$ cat src/rtl/mhtq_pkg.sv
package mhtq_pkg;
  localparam int Capacity = 64;
  localparam int AddrW = $clog2(Capacity);
  localparam int CountW = $clog2(Capacity + 1);
  localparam int DueW = 48;
  localparam int TagW = 16;
  localparam int OccW = 7;

  localparam logic OP_ADD = 1'b0;
  localparam logic OP_POLL = 1'b1;

  localparam logic [1:0] ST_ADDED = 2'd0;
  localparam logic [1:0] ST_FULL = 2'd1;
  localparam logic [1:0] ST_FIRED = 2'd2;
  localparam logic [1:0] ST_IDLE = 2'd3;

  typedef struct packed {
    logic op;
    logic [DueW-1:0] due_time;
    logic [TagW-1:0] tag;
    logic [DueW-1:0] now_time;
  } cmd_t;

  typedef struct packed {
    logic [1:0] status;
    logic [TagW-1:0] fired_tag;
    logic [DueW-1:0] fired_due;
    logic [OccW-1:0] occupancy;
  } res_t;
endpackage

$ cat src/rtl/mhtq_front.sv
module mhtq_front (
  input  logic clk,
  input  logic rst,
  input  logic in_valid,
  output logic in_ready,
  input  logic [119:0] in_data,
  output logic q_valid,
  input  logic q_ready,
  output mhtq_pkg::cmd_t q_cmd
);
  localparam int Depth = 2;
  mhtq_pkg::cmd_t mem [Depth];
  logic [1:0] wr_ptr, rd_ptr;
  logic [1:0] fill;
  mhtq_pkg::cmd_t cmd;
  logic push, pop;

  always_comb begin
    cmd.op = in_data[0];
    cmd.due_time = in_data[48:1];
    cmd.tag = in_data[64:49];
    cmd.now_time = in_data[112:65];
  end

  assign in_ready = (fill != 2'd2);
  assign q_valid = (fill != 2'd0);
  assign q_cmd = mem[rd_ptr[0]];
  assign push = in_valid && in_ready;
  assign pop = q_valid && q_ready;

  always_ff @(posedge clk) begin
    if (push) begin
      mem[wr_ptr[0]] <= cmd;
    end
    if (rst) begin
      wr_ptr <= '0;
      rd_ptr <= '0;
      fill <= '0;
    end else begin
      if (push) wr_ptr <= wr_ptr + 2'd1;
      if (pop) rd_ptr <= rd_ptr + 2'd1;
      fill <= fill + {1'b0, push} - {1'b0, pop};
    end
  end
endmodule

$ cat config.mk
export PLATFORM = sky130hd
export DESIGN_NAME = mhtq_front
export DESIGN_NICKNAME = d
export VERILOG_FILES = /design/src/rtl/mhtq_pkg.sv /design/src/rtl/mhtq_front.sv
export SDC_FILE = /design/constraint.sdc
export NUM_CORES = 1
export LEC_CHECK = 0
export ABC_AREA = 1
export BUFFER_PORTS_ARGS = -buffer_cell sky130_fd_sc_hd__buf_2
export CELL_PAD_IN_SITES_DETAIL_PLACEMENT = 0
export CELL_PAD_IN_SITES_GLOBAL_PLACEMENT = 1
export CORE_MARGIN = 4
export CORE_UTILIZATION = 44
export CTS_CLUSTER_SIZE = 24
export DETAILED_ROUTE_END_ITERATION = 8
export PLACE_DENSITY_LB_ADDON = 0.08
export SKIP_LAST_GASP = 1
export SLEW_MARGIN = 30
export SYNTH_ARGS = -nofsm -noshare
export SYNTH_HDL_FRONTEND = slang
export SYNTH_SLANG_ARGS = --single-unit
$ cat constraint.sdc
create_clock -name clk -period 8.3 [get_ports clk]
set_input_delay 2.075 -clock clk [delete_from_list [all_inputs] [get_ports clk]]
set_output_delay 2.075 -clock clk [all_outputs]
set_load 0.005 [all_outputs]
==> flow_summary.toml <==
[run_status]
status = "finished clean"

[worst_setup_path]
critical_path_arrival_ns = 2.57
slowest_delay_ns = 0.70
crit_family = "buffers and inverters"
worstPathRequired_ns = 6.23
startpoint_type = "flop"
crit_path_top_delay_cell = "dfxtp_4"
crit_fanout = 32
crit_type = "flop to output pin"
rr_worst_depth = 5
cp_cell_sequence = "buf_4 > buf_12 > mux2_2 > buf_2"
endpoint_kind = "output pin"
worst-path-buf-inv = 3
cp.depth = 4

[floorplan]
rows = 51
initial_core_util = 0.446
core_um2 = 19500
die_w_um = 148
io_pins = 239
dieArea_um2 = 22000
die_h_um = 148

[placed_design]
numPortBuffers = 231
place_area_um2 = 10100
place_hpwl_um = 10600
gp_congestion = 0.698

[timing]
hold_ws_ns = 0.505
fmax_mhz = 215
tightest_slew_ns = 0.838
relSlewSlack = 0.441
timing.final.crit_share = 0.560
rsz0062_at_grt = "no"
setup_viol = 0
finalHoldViolCount = 0
tns_ns = 0
clock_skew_ns = 0.00808
min_period_ns = 4.65
report.final.slew_viol_count = 0

[cts]
hold_buffers = 0
htree_num_levels = 1
postCtsSetupRepairBufs = 0
cts-root-buf = "clkbuf_16"
clkTransAtPathRegs_ns = 0.06
numCtsBuffers = 25
cts_resized = 0
cts_tree = "yes"
clock_latency_ns = 0.50
numClockSinks = 231
cts_buffer_depth = 3

[logic_synthesis]
avgSynthCellArea_um2 = 22.4
ys_ff_latch = 231
synth_area_leaders = "edfxtp_1 78%, mux2_4 12%, mux2_2 5.6%, dfxtp_1 1.2%, buf_6 1.0%"
synth_fp_nets = 513
synth_cells = 388
syn-cell-area_um2 = 8680
ys_types = 15
yosysSeqAreaShare = 0.793
yosysWarnings = 0
synth_top_area_cell = "edfxtp_1"
yosysTopAreaCellShare = 0.782

[routing]
drc = 0
wire_per_inst_um = 17.5
dr.pass1.iters = 4
vias = 4332
first_iter_violations = 194
wl_um = 16200
routed_via_density = 4.70
final_antenna_net_count = 0

[cells_and_area]
area_growth_pct = 25.8
nets = 765
final_layout_size_suffix_gt1_frac = 0.593
postLayoutCoreUtil = 0.561
final_cell_area_um2 = 10900

[job]
maxCapViolCount = 0

[global_route]
grt_first_pass_wirelength_um = 24500
antenna_found_initial = 2
grt_max_degree = 78
grt_overflow = 0
grtUsageTotal = 0.141
grt_pass1_vias = 4582

[power]
ir_drop_uv = 199
power_density_nw_per_um2 = 300
p_leak_nw = 4.22

[worst_hold_path]
holdPathStages = 2
hold_class = "flop to flop"
## report_power, final
group / leakage, nW / switching [mW] / internal [mW] / total (mW)
logic: 1.70 / 0.335 / 0.395 / 0.730
clock network: 0.363 / 0.420 / 0.584 / 1.00
registers: 2.15 / 0.0607 / 1.48 / 1.54
total: 4.22 / 0.816 / 2.46 / 3.28
## flip-flops by register name, summed over array words and instances, names as in the netlist, named ones only
signal,count
mem,226
rd_ptr,1
fill,2
wr_ptr,1
## worst reg2reg max path: cells and delay by family (launching register included)
family                 cells  cell delay (ns)
buffers and inverters      2             0.48
DFF                        1             0.35
and+or+nand+nor            3             0.88
## layer usage
| metal | routed length [µm] | GRT usage | part of all wire |
|---|---|---|---|
| met1 | 6300 | 0.169 | 0.39 |
| met2 | 8160 | 0.243 | 0.50 |
| met3 | 1260 | 0.0497 | 0.078 |
| met4 | 410 | 0.0411 | 0.025 |
| met5 | 34 | 0 | 0.0021 |
## path summary, 6_finish.rpt
path                            slack [ns]         end       from
worst max-delay path                  3.65   q_cmd[99]       flop
worst min-delay path                  0.50   rd_ptr[0]  rd_ptr[0]
worst max register to register        6.16  mem[1][97]    fill[0]
worst min register to register        0.50   rd_ptr[0]  rd_ptr[0]
## cells by family (layout without fill, tap and decap cells)
family | after synthesis | count (layout) | synth area share
AO/OA/AOI/OAI | 2 | 2 | 0.00115
XOR/XNOR | 1 | 1 | 0.00101
adder cells (fa/ha/maj) | 1 | 1 | 0.00144
buffers and inverters | 21 | 289 | 0.0179
flip-flops | 231 | 231 | 0.793
multiplexers | 113 | 113 | 0.177
other | 0 | 1 | 0
AND/OR/NAND/NOR | 19 | 19 | 0.00850
## synth_stat cells
cell type / instances
ha_1: 1
nor3_1: 1
buf_6: 8
mux2_4: 70
xnor2_1: 1
a21oi_1: 2
inv_1: 8
buf_8: 1
nand2_1: 8
mux2_2: 43
nand3_1: 1
dfxtp_1: 5
edfxtp_1: 226
nor2_1: 9
buf_2: 4
## final cells by class
class                      count  area (µm²)
clock buffer                  30         644
timing repair buffer         238        1270
clock inverter                13         101
multi-input combinational    136        1660
sequential                   231        6890
antenna                        1        2.50
inverter                       8        30.0
fill                        1568        8540
tap                          265         332
## placed cells by master, fill, tap and decap left out, drive strengths merged
cell / synthesis / final
inv: 8 / 9
clkinv: 0 / 9
a21oi: 2 / 2
dfxtp: 5 / 5
clkinvlp: 0 / 2
diode: 0 / 1
nand3: 1 / 1
mux2: 113 / 113
xnor2: 1 / 1
nor3: 1 / 1
edfxtp: 226 / 226
nor2: 9 / 9
buf: 13 / 238
clkbuf: 0 / 30
nand2: 8 / 8
ha: 1 / 1
bufinv: 0 / 1
## per-stage QoR
stage,power (mW),std cells,setup WS (ns)
after detailed placement,2.31,876,3.68
after floorplan,2.05,388,0.781
after CTS,3.33,919,3.13
final,3.28,922,3.65
after global routing,3.44,921,3.51
after global placement,2.29,875,3.70
Power figures use the tool's default switching activity.
